===== src/rtl/cellrc_pkg.sv =====
package cellrc_pkg;

    localparam int LEN_WIDTH_DEF      = 20;
    localparam int CELL_SEQ_WIDTH_DEF = 16;

    localparam int SRC_W      = 8;
    localparam int DST_W      = 8;
    localparam int MSG_W      = 32;
    localparam int CSEQ_W     = 16;
    localparam int PAY_W      = 12;
    localparam int TIME_W     = 32;
    localparam int TOTAL_W    = 20;
    localparam int KIND_W     = 2;

    // cell class, worked out at the front
    localparam logic [KIND_W-1:0] KIND_CONT     = 2'd0;
    localparam logic [KIND_W-1:0] KIND_CONT_END = 2'd1;
    localparam logic [KIND_W-1:0] KIND_START    = 2'd2;
    localparam logic [KIND_W-1:0] KIND_SOLO     = 2'd3;

    typedef struct packed {
        logic [SRC_W-1:0]  source_id;
        logic [DST_W-1:0]  dest_id;
        logic [MSG_W-1:0]  msg_seq;
        logic [CSEQ_W-1:0] cell_seq;
        logic [PAY_W-1:0]  payload_bits;
        logic              is_start;
        logic              is_end;
        logic [TIME_W-1:0] time_stamp;
    } cell_t;

    typedef struct packed {
        logic [SRC_W-1:0]   out_source;
        logic [DST_W-1:0]   out_dest;
        logic [MSG_W-1:0]   out_msg_seq;
        logic [TIME_W-1:0]  out_time;
        logic [TOTAL_W-1:0] total_bits;
    } pkt_t;

    typedef struct packed {
        logic [SRC_W-1:0]  source_id;
        logic [DST_W-1:0]  dest_id;
        logic [MSG_W-1:0]  msg_seq;
        logic [PAY_W-1:0]  payload_bits;
        logic [TIME_W-1:0] time_stamp;
        logic [KIND_W-1:0] kind;
    } qent_t;

endpackage


===== src/rtl/cellrc_back.sv =====
module cellrc_back #(
    parameter int LEN_WIDTH      = cellrc_pkg::LEN_WIDTH_DEF,
    parameter int CELL_SEQ_WIDTH = cellrc_pkg::CELL_SEQ_WIDTH_DEF
) (
    input  logic                      clk,
    input  logic                      rst_n,
    input  cellrc_pkg::qent_t         head,
    input  logic [CELL_SEQ_WIDTH-1:0] head_seq,
    output logic                      head_pop,
    output logic                      pkt_valid,
    input  logic                      pkt_ready,
    output cellrc_pkg::pkt_t          pkt,
    input  logic                      head_valid
);

    logic                      busy_reg;
    logic                      busy_next;
    logic [cellrc_pkg::MSG_W-1:0] expect_msg_reg;
    logic [cellrc_pkg::MSG_W-1:0] expect_msg_next;
    logic [CELL_SEQ_WIDTH-1:0] prev_cell_reg;
    logic [CELL_SEQ_WIDTH-1:0] prev_cell_next;
    logic [LEN_WIDTH-1:0]      length_reg;
    logic [LEN_WIDTH-1:0]      length_next;
    logic                      pkt_valid_reg;
    logic                      pkt_valid_next;
    cellrc_pkg::pkt_t          pkt_reg;

    logic                      step;
    logic                      emit;
    logic                      cont_ok;
    logic [LEN_WIDTH-1:0]      pay_ext;
    logic [LEN_WIDTH:0]        sum_wide;
    logic [LEN_WIDTH-1:0]      sum_sat;
    logic [LEN_WIDTH-1:0]      emit_len;
    logic [LEN_WIDTH+cellrc_pkg::TOTAL_W-1:0] len_ext;

    // advance whenever the output register is free or being emptied
    assign step     = head_valid && (!pkt_valid_reg || pkt_ready);
    assign head_pop = step;

    assign pay_ext  = LEN_WIDTH'(head.payload_bits);
    assign sum_wide = {1'b0, length_reg} + {1'b0, pay_ext};
    assign sum_sat  = sum_wide[LEN_WIDTH] ? {LEN_WIDTH{1'b1}} : sum_wide[LEN_WIDTH-1:0];
    assign cont_ok  = busy_reg && (head.msg_seq == expect_msg_reg)
                      && (head_seq == CELL_SEQ_WIDTH'(prev_cell_reg + 1'b1));

    always_comb
    begin
        busy_next       = busy_reg;
        expect_msg_next = expect_msg_reg;
        prev_cell_next  = prev_cell_reg;
        length_next     = length_reg;
        emit            = 1'b0;
        emit_len        = pay_ext;
        if (step)
        begin
            case (head.kind)
                cellrc_pkg::KIND_START:
                begin
                    busy_next       = 1'b1;
                    expect_msg_next = head.msg_seq;
                    prev_cell_next  = head_seq;
                    length_next     = pay_ext;
                end
                cellrc_pkg::KIND_SOLO:
                begin
                    emit     = 1'b1;
                    emit_len = pay_ext;
                end
                cellrc_pkg::KIND_CONT:
                begin
                    if (cont_ok)
                    begin
                        prev_cell_next = head_seq;
                        length_next    = sum_sat;
                    end
                end
                cellrc_pkg::KIND_CONT_END:
                begin
                    if (cont_ok)
                    begin
                        emit     = 1'b1;
                        emit_len = sum_sat;
                    end
                end
                default:
                begin
                    busy_next = busy_reg;
                end
            endcase
            // a finished packet drops the reassembly back to idle
            if (emit)
            begin
                busy_next       = 1'b0;
                expect_msg_next = {cellrc_pkg::MSG_W{1'b1}};
                prev_cell_next  = {CELL_SEQ_WIDTH{1'b1}};
                length_next     = '0;
            end
        end
    end

    always_comb
    begin
        pkt_valid_next = pkt_valid_reg;
        if (emit)
            pkt_valid_next = 1'b1;
        else if (pkt_ready)
            pkt_valid_next = 1'b0;
    end

    assign len_ext = {{cellrc_pkg::TOTAL_W{1'b0}}, emit_len};

    always_ff @(posedge clk or negedge rst_n)
    begin
        if (!rst_n)
        begin
            busy_reg       <= 1'b0;
            expect_msg_reg <= {cellrc_pkg::MSG_W{1'b1}};
            prev_cell_reg  <= {CELL_SEQ_WIDTH{1'b1}};
            length_reg     <= '0;
            pkt_valid_reg  <= 1'b0;
        end
        else
        begin
            busy_reg       <= busy_next;
            expect_msg_reg <= expect_msg_next;
            prev_cell_reg  <= prev_cell_next;
            length_reg     <= length_next;
            pkt_valid_reg  <= pkt_valid_next;
        end
    end

    always_ff @(posedge clk)
    begin
        if (emit)
        begin
            pkt_reg.out_source  <= head.source_id;
            pkt_reg.out_dest    <= head.dest_id;
            pkt_reg.out_msg_seq <= head.msg_seq;
            pkt_reg.out_time    <= head.time_stamp;
            pkt_reg.total_bits  <= len_ext[cellrc_pkg::TOTAL_W-1:0];
        end
    end

    assign pkt_valid = pkt_valid_reg;
    assign pkt       = pkt_reg;

endmodule


===== config.mk =====
export PLATFORM = sky130hd
export DESIGN_NAME = cellrc_back
export DESIGN_NICKNAME = d
export VERILOG_FILES = /design/src/rtl/cellrc_pkg.sv /design/src/rtl/cellrc_back.sv
export SDC_FILE = /design/constraint.sdc
export NUM_CORES = 1
export LEC_CHECK = 0
export BUFFER_PORTS_ARGS = -buffer_cell sky130_fd_sc_hd__buf_2
export CORE_ASPECT_RATIO = 1.2
export CORE_MARGIN = 2
export CORE_UTILIZATION = 50
export CTS_BUF_LIST = sky130_fd_sc_hd__clkbuf_8
export DETAILED_ROUTE_END_ITERATION = 10
export HOLD_SLACK_MARGIN = 0.06
export PLACE_DENSITY_LB_ADDON = 0.08
export SYNTH_ARGS = -nofsm -noshare
export SYNTH_HDL_FRONTEND = slang
export SYNTH_SLANG_ARGS = --single-unit

===== constraint.sdc =====
create_clock -name clk -period 7.1 [get_ports clk]
set_input_delay 1.065 -clock clk [delete_from_list [all_inputs] [get_ports clk]]
set_output_delay 1.065 -clock clk [all_outputs]
set_load 0.005 [all_outputs]

==> run_summary.xml, run 1 <==
<?xml version="1.0" encoding="UTF-8"?>
<metrics>
  <group name="cts">
    <metric name="ctsRootBufferMaster" unit="">sky130_fd_sc_hd__clkbuf_8</metric>
    <metric name="cts_tree" unit="">done</metric>
    <metric name="numCtsBuffers" unit="">17</metric>
    <metric name="post_cts_resize_count" unit="">0</metric>
    <metric name="cts.reportedPaths.clkPinSlew" unit="ps">110</metric>
    <metric name="cts_sinks" unit="">170</metric>
    <metric name="max-clock-path-buffers" unit="">2</metric>
    <metric name="postCtsHoldBufs" unit="">0</metric>
    <metric name="clock_latency" unit="ps">470</metric>
    <metric name="cts-htree-levels" unit="">4</metric>
    <metric name="post_cts.repair.setup_buffers" unit="">0</metric>
  </group>
  <group name="cells_and_area">
    <metric name="most_common_cell_after_layout_fill_and_taps_aside" unit="">sky130_fd_sc_hd__buf_2</metric>
    <metric name="area_delta_synth_final" unit="%">19.2</metric>
    <metric name="n_antenna_cell" unit="">0</metric>
    <metric name="final_core_utilization" unit="%">60.2</metric>
    <metric name="max_reg_flops" unit="">100</metric>
    <metric name="finish.cell_count_without_fillers" unit="">1153</metric>
    <metric name="layout.nets" unit="">1052</metric>
    <metric name="most-common-layout-cells" unit="">sky130_fd_sc_hd__buf_2, sky130_fd_sc_hd__edfxtp_1, sky130_fd_sc_hd__nor2_1, sky130_fd_sc_hd__xnor2_1, sky130_fd_sc_hd__dfstp_2</metric>
    <metric name="final_layout_size_suffix_gt1_share" unit="%">36.5</metric>
    <metric name="final_design_area_no_fill" unit="mm^2">0.0101</metric>
    <metric name="n_fill_cell" unit="">1407</metric>
  </group>
  <group name="timing">
    <metric name="tns" unit="ps">0</metric>
    <metric name="finalMaxSlewViolations" unit="">0</metric>
    <metric name="period_minus_slack" unit="ps">4600</metric>
    <metric name="final.setup_skew" unit="ps">21.2</metric>
    <metric name="timing.slew.headroom" unit="%">20.5</metric>
    <metric name="setup-violations-final" unit="">0</metric>
    <metric name="worst-slew-pin-transition" unit="ps">1180</metric>
    <metric name="report.final.hold_viol_count" unit="">0</metric>
    <metric name="layout_worst_path_cycle_share" unit="%">64.8</metric>
    <metric name="rsz_0062_raised_after_global_routing" unit="">no</metric>
    <metric name="timing.fmax" unit="MHz">217</metric>
  </group>
  <group name="drt">
    <metric name="drt_wl_cell" unit="um">18.5</metric>
    <metric name="drc_violations_left" unit="">0</metric>
    <metric name="first_iter_violations" unit="">562</metric>
    <metric name="viasPerCell" unit="">5.83</metric>
    <metric name="totalWireLength" unit="mm">21.3</metric>
    <metric name="drt.antenna.violating_nets" unit="">0</metric>
    <metric name="dr_total_vias" unit="">6725</metric>
    <metric name="detailedRoute.firstPassIterationCount" unit="">7</metric>
  </group>
  <group name="place">
    <metric name="placed_area" unit="mm^2">0.00966</metric>
    <metric name="routabilityCongestion" unit="">0.906</metric>
    <metric name="post-place-cells" unit="">1121</metric>
    <metric name="place.port_buffers" unit="">215</metric>
    <metric name="detailedPlacementHpwl" unit="mm">14.7</metric>
  </group>
  <group name="setup_path">
    <metric name="critPathArrivalTime" unit="ps">4760</metric>
    <metric name="criticalPathCategory" unit="">reg2reg</metric>
    <metric name="required" unit="ps">7260</metric>
    <metric name="timing.critical_path.from_type" unit="">flop</metric>
    <metric name="critPathCaptureType" unit="">flop</metric>
    <metric name="critPathMaxFanout" unit="">83</metric>
  </group>
  <group name="pwr">
    <metric name="power_leakage" unit="nW">4.04</metric>
    <metric name="power-per-cell-area" unit="mW/mm^2">240</metric>
    <metric name="max-vdd-ir-drop" unit="V">0.000104</metric>
  </group>
  <group name="grt">
    <metric name="initial_antenna_violation_count" unit="">0</metric>
    <metric name="global_route_wire_length_before_repair" unit="mm">33.8</metric>
    <metric name="first_global_vias" unit="">6653</metric>
    <metric name="grt_start_max_net_pins" unit="">84</metric>
    <metric name="global_route.overflow_total" unit="">0</metric>
    <metric name="gr-usage-all-layers" unit="%">24.1</metric>
  </group>
  <group name="synthesis">
    <metric name="syn_inst" unit="">725</metric>
    <metric name="post_synthesis_net_count" unit="">853</metric>
    <metric name="synth-main-ff-cell" unit="">sky130_fd_sc_hd__edfxtp_1</metric>
    <metric name="synth.avg_cell_area" unit="um^2">11.6</metric>
    <metric name="synth.yosys.warnings" unit="">0</metric>
    <metric name="synth.ff_latch_count" unit="">170</metric>
    <metric name="count_of_flip_flops_with_a_built_in_enable_after_synthesis" unit="">100</metric>
    <metric name="mappedNetlistArea" unit="mm^2">0.00844</metric>
    <metric name="synth-async-reset-ratio" unit="%">41.2</metric>
    <metric name="synth.yosys.seq_area_share" unit="%">57.0</metric>
    <metric name="synthDistinctLibCells" unit="">69</metric>
  </group>
  <group name="status">
    <metric name="status" unit="">finished, final reports clean</metric>
  </group>
  <group name="die">
    <metric name="design.portCount" unit="">216</metric>
    <metric name="fp-row-count" unit="">52</metric>
    <metric name="dieHeight" unit="um">146</metric>
    <metric name="core_area" unit="mm^2">0.0167</metric>
    <metric name="initial_core_util" unit="%">50.5</metric>
    <metric name="dieWidth" unit="um">123</metric>
    <metric name="die-area" unit="mm^2">0.0179</metric>
  </group>
  <group name="flow_run">
    <metric name="drv_cap" unit="">0</metric>
  </group>
  <group name="hold_path">
    <metric name="hold_path_class" unit="">reg2reg</metric>
  </group>
</metrics>
==> synthesized netlist by cell type (7+ instances only) <==
master                     count  area (um^2)
sky130_fd_sc_hd__edfxtp_1    100         3000
sky130_fd_sc_hd__nor2_1       75          282
sky130_fd_sc_hd__xnor2_1      49          429
sky130_fd_sc_hd__dfstp_2      48         1260
sky130_fd_sc_hd__nor3_1       40          200
sky130_fd_sc_hd__a31oi_1      35          219
sky130_fd_sc_hd__nand2_1      33          124
sky130_fd_sc_hd__o21ai_0      28          140
sky130_fd_sc_hd__clkbuf_1     26         97.6
sky130_fd_sc_hd__nand4_1      24          150
sky130_fd_sc_hd__dfrtp_1      22          551
sky130_fd_sc_hd__o211ai_1     22          165
sky130_fd_sc_hd__xor2_1       15          131
sky130_fd_sc_hd__a21oi_1      14         70.1
sky130_fd_sc_hd__inv_1        14         52.6
sky130_fd_sc_hd__a211oi_1     13         97.6
sky130_fd_sc_hd__ha_1         13          163
sky130_fd_sc_hd__nand3_1      13         65.1
sky130_fd_sc_hd__and3_1       10         62.6
sky130_fd_sc_hd__mux2_2       10          113
sky130_fd_sc_hd__mux2_4       10          150
sky130_fd_sc_hd__a311oi_1      9         78.8
sky130_fd_sc_hd__buf_2         9         45.0
sky130_fd_sc_hd__a21o_1        7         52.6
sky130_fd_sc_hd__nand2b_1      7         43.8
==> power breakdown <==
part | internal (mW) | switching [mW] | total, mW
Combinational | 0.222 | 0.291 | 0.513
Sequential | 1.15 | 0.0534 | 1.20
Clock | 0.297 | 0.406 | 0.703
==> path summary, 6_finish.rpt <==
check,slack [ps],end,cells after the start,startpoint
min in group asynchronous,810,length_reg[2],2,rst_n
max reg2reg,2500,pkt[71],9,prev_cell_reg[0]
min,520,length_reg[3],1,length_reg[3]
min reg2reg,520,length_reg[3],1,length_reg[3]
max,2500,pkt[71],9,prev_cell_reg[0]
max in group asynchronous,5630,busy_reg,2,rst_n
==> metal layers <==
metal	up-vias	share of wire (%)	routed length [um]	GRT usage (%)
li1	3118	-	-	-
met1	3271	40	8560	30.3
met3	43	6.7	1420	4.61
met4	0	2.4	505	8.74
met2	293	51	10800	41.0
met5	-	0	0	0
==> stage by stage <==
step / worst slack, ps / hold slack [ps] / total power, mW
6_report: 2500 / 520 / 2.42
5_1_grt: 2130 / 532 / 2.54
4_1_cts: 2470 / 525 / 2.43
3_5_place_dp: 2100 / 501 / 1.73
3_3_place_gp: 2210 / 494 / 1.72
2_1_floorplan: 2090 / 485 / 1.57
==> critical path, cell delays in order, from the launching register on <==
cell	delay, ps
sky130_fd_sc_hd__dfstp_2	600
sky130_fd_sc_hd__ha_1	300
sky130_fd_sc_hd__nand3_1	150
sky130_fd_sc_hd__or4_4	460
sky130_fd_sc_hd__or4_4	560
sky130_fd_sc_hd__a2111oi_4	320
sky130_fd_sc_hd__buf_4	400
sky130_fd_sc_hd__o21ai_0	260
sky130_fd_sc_hd__inv_4	810
sky130_fd_sc_hd__buf_4	410
==> cell type report <==
type                            count  area, um^2  share of cell area (%)
Sequential cell                   170        4810                    47.8
Clock inverter                     15         174                    1.73
Multi-Input combinational cell    498        3390                    33.7
Inverter                           16        62.6                   0.621
Clock buffer                       17         234                    2.32
Timing Repair Buffer              221        1120                    11.1
Tap cell                          216         270                    2.68
==> cells by family after synthesis <==
logic type	Yosys count	share of synthesized area [%]
flip-flops	170	57.0
XOR/XNOR	64	6.64
adder cells (fa/ha/maj)	14	2.16
multiplexers	25	3.70
AND/OR/NAND/NOR	242	14.7
AO/OA/AOI/OAI	153	12.8
buffers and inverters	57	2.93
Note: power is estimated with default switching activity, not from simulation.
==> run 2, diff against run 1 <==
==> constraint.sdc (replaced) <==
create_clock -name clk -period 4.7 [get_ports clk]
set_input_delay 0.705 -clock clk [delete_from_list [all_inputs] [get_ports clk]]
set_output_delay 0.705 -clock clk [all_outputs]
set_load 0.005 [all_outputs]
==> run 2 against run 1 <==
  * Clock-buffer cell count stayed put
  * Critical path depth shrank 1
  * Non-clock buffer count rose by 6
  * First-iteration DRC count rose by 3.7%
  * Sequential cell count did not move
  * Design area grew 0.30%
==> run_summary.xml, run 2 (synthesis results as in run 1) <==
<?xml version="1.0" encoding="UTF-8"?>
<metrics>
  <group name="drt">
    <metric name="viasPerCell" unit="">5.77</metric>
    <metric name="drc_violations_left" unit="">0</metric>
    <metric name="detailedRoute.firstPassIterationCount" unit="">5</metric>
    <metric name="first_iter_violations" unit="">583</metric>
    <metric name="totalWireLength" unit="mm">21.4</metric>
    <metric name="dr_total_vias" unit="">6683</metric>
    <metric name="drt_wl_cell" unit="um">18.4</metric>
    <metric name="drt.antenna.violating_nets" unit="">0</metric>
  </group>
  <group name="timing">
    <metric name="final.setup_skew" unit="ps">10.4</metric>
    <metric name="worst-slew-pin-transition" unit="ps">1030</metric>
    <metric name="tns" unit="ps">0</metric>
    <metric name="rsz_0062_raised_after_global_routing" unit="">no</metric>
    <metric name="timing.slew.headroom" unit="%">31.2</metric>
    <metric name="report.final.hold_viol_count" unit="">0</metric>
    <metric name="finalMaxSlewViolations" unit="">0</metric>
    <metric name="timing.fmax" unit="MHz">257</metric>
    <metric name="setup-violations-final" unit="">0</metric>
    <metric name="period_minus_slack" unit="ps">3890</metric>
    <metric name="layout_worst_path_cycle_share" unit="%">82.8</metric>
  </group>
  <group name="cts">
    <metric name="cts.reportedPaths.clkPinSlew" unit="ps">100</metric>
    <metric name="post_cts.repair.setup_buffers" unit="">0</metric>
    <metric name="clock_latency" unit="ps">460</metric>
    <metric name="ctsRootBufferMaster" unit="">sky130_fd_sc_hd__clkbuf_8</metric>
    <metric name="cts-htree-levels" unit="">4</metric>
    <metric name="post_cts_resize_count" unit="">0</metric>
    <metric name="cts_tree" unit="">done</metric>
    <metric name="cts_sinks" unit="">170</metric>
    <metric name="postCtsHoldBufs" unit="">0</metric>
    <metric name="max-clock-path-buffers" unit="">2</metric>
    <metric name="numCtsBuffers" unit="">17</metric>
  </group>
  <group name="die">
    <metric name="initial_core_util" unit="%">50.5</metric>
    <metric name="dieHeight" unit="um">146</metric>
    <metric name="core_area" unit="mm^2">0.0167</metric>
    <metric name="design.portCount" unit="">216</metric>
    <metric name="dieWidth" unit="um">123</metric>
    <metric name="die-area" unit="mm^2">0.0179</metric>
    <metric name="fp-row-count" unit="">52</metric>
  </group>
  <group name="grt">
    <metric name="first_global_vias" unit="">6710</metric>
    <metric name="global_route_wire_length_before_repair" unit="mm">34.4</metric>
    <metric name="initial_antenna_violation_count" unit="">0</metric>
    <metric name="gr-usage-all-layers" unit="%">24.4</metric>
    <metric name="global_route.overflow_total" unit="">0</metric>
    <metric name="grt_start_max_net_pins" unit="">63</metric>
  </group>
  <group name="setup_path">
    <metric name="worst_flop_to_flop_path_endpoint" unit="">prev_cell_reg[11]</metric>
    <metric name="worstReg2RegStart" unit="">prev_cell_reg[0]</metric>
    <metric name="regToRegSetupSlack" unit="ps">810</metric>
    <metric name="criticalPathCategory" unit="">reg2reg</metric>
    <metric name="critPathMaxFanout" unit="">20</metric>
    <metric name="r2r_cells" unit="">8</metric>
    <metric name="timing.critical_path.from_type" unit="">flop</metric>
    <metric name="critPathCaptureType" unit="">flop</metric>
    <metric name="critPathArrivalTime" unit="ps">4270</metric>
    <metric name="timing.critical_path.from" unit="">prev_cell_reg[0]</metric>
    <metric name="required" unit="ps">5080</metric>
  </group>
  <group name="pwr">
    <metric name="internal" unit="mW">2.47</metric>
    <metric name="net-switching-power" unit="mW">1.13</metric>
    <metric name="switching_share" unit="%">31.5</metric>
    <metric name="pwr-share-seq" unit="%">50.5</metric>
    <metric name="pwr-share-comb" unit="%">21.8</metric>
    <metric name="p_clk_share" unit="%">27.8</metric>
    <metric name="power-per-cell-area" unit="mW/mm^2">357</metric>
    <metric name="max-vdd-ir-drop" unit="V">0.000189</metric>
    <metric name="power_leakage" unit="nW">4.06</metric>
  </group>
  <group name="flow_run">
    <metric name="drv_cap" unit="">0</metric>
  </group>
  <group name="hold_path">
    <metric name="hold_path_class" unit="">in2async</metric>
  </group>
  <group name="place">
    <metric name="place.port_buffers" unit="">215</metric>
    <metric name="routabilityCongestion" unit="">0.857</metric>
    <metric name="placed_area" unit="mm^2">0.00972</metric>
    <metric name="detailedPlacementHpwl" unit="mm">15.2</metric>
  </group>
  <group name="cells_and_area">
    <metric name="final_layout_size_suffix_gt1_share" unit="%">36.9</metric>
    <metric name="n_antenna_cell" unit="">0</metric>
    <metric name="final_design_area_no_fill" unit="mm^2">0.0101</metric>
    <metric name="most_common_cell_after_layout_fill_and_taps_aside" unit="">sky130_fd_sc_hd__buf_2</metric>
    <metric name="most-common-layout-cells" unit="">sky130_fd_sc_hd__buf_2, sky130_fd_sc_hd__edfxtp_1, sky130_fd_sc_hd__nor2_1, sky130_fd_sc_hd__xnor2_1, sky130_fd_sc_hd__dfstp_2</metric>
    <metric name="layout.nets" unit="">1058</metric>
    <metric name="max_reg_flops" unit="">100</metric>
    <metric name="area_delta_synth_final" unit="%">19.6</metric>
  </group>
  <group name="status">
    <metric name="status" unit="">finished, final reports clean</metric>
  </group>
</metrics>
run 2: layout make-up:
class | count | area, um^2
Sequential cell | 170 | 4810
Fill cell | 1407 | 6620
Clock inverter | 15 | 145
Tap cell | 216 | 270
Inverter | 16 | 63.8
Timing Repair Buffer | 227 | 1180
Multi-Input combinational cell | 498 | 3390
Clock buffer | 17 | 234
run 2: power groups by stage:
stage / registers, mW / logic (mW) / clock network (mW)
finish: 1.82 / 0.784 / 1.00
global placement: 1.84 / 0.760 / 0
detailed placement: 1.85 / 0.778 / 0
floorplan: 1.83 / 0.549 / 0
CTS: 1.82 / 0.784 / 1.03
global route: 1.83 / 0.872 / 1.09
run 2: per-layer routing:
metal	GRT usage, %	part of all wire (%)	vias up
li1	-	-	3133
met5	0	0	-
met3	4.84	5.6	43
met4	8.85	2.5	0
met2	40.6	51	241
met1	31.6	41	3266
run 2: metrics by stage:
step	setup slack [ps]	utilization [%]	hold slack, ps	total power [mW]	instances
floorplan	377	-	409	2.37	725
global placement	862	58.1	496	2.60	1127
detailed placement	804	58.1	508	2.62	1127
CTS	776	60.4	380	3.63	1159
global route	570	60.4	371	3.79	1159
finish	809	60.4	406	3.60	1159
run 2: critical path, cell delays in order (launching register included):
cell	delay (ps)
sky130_fd_sc_hd__dfstp_2	600
sky130_fd_sc_hd__ha_1	280
sky130_fd_sc_hd__nand3_1	130
sky130_fd_sc_hd__or4_4	450
sky130_fd_sc_hd__or4_4	560
sky130_fd_sc_hd__a211o_1	560
sky130_fd_sc_hd__o21ai_4	660
sky130_fd_sc_hd__buf_4	330
sky130_fd_sc_hd__mux2i_1	240
run 2: worst max-delay path by stage:
stage	end	slack (ps)	cells past startpoint
floorplan	pkt[0]	380	8
global placement	pkt[17]	860	10
detailed placement	prev_cell_reg[11]	800	9
CTS	prev_cell_reg[11]	780	8
global route	prev_cell_reg[11]	570	8
finish	prev_cell_reg[11]	810	8
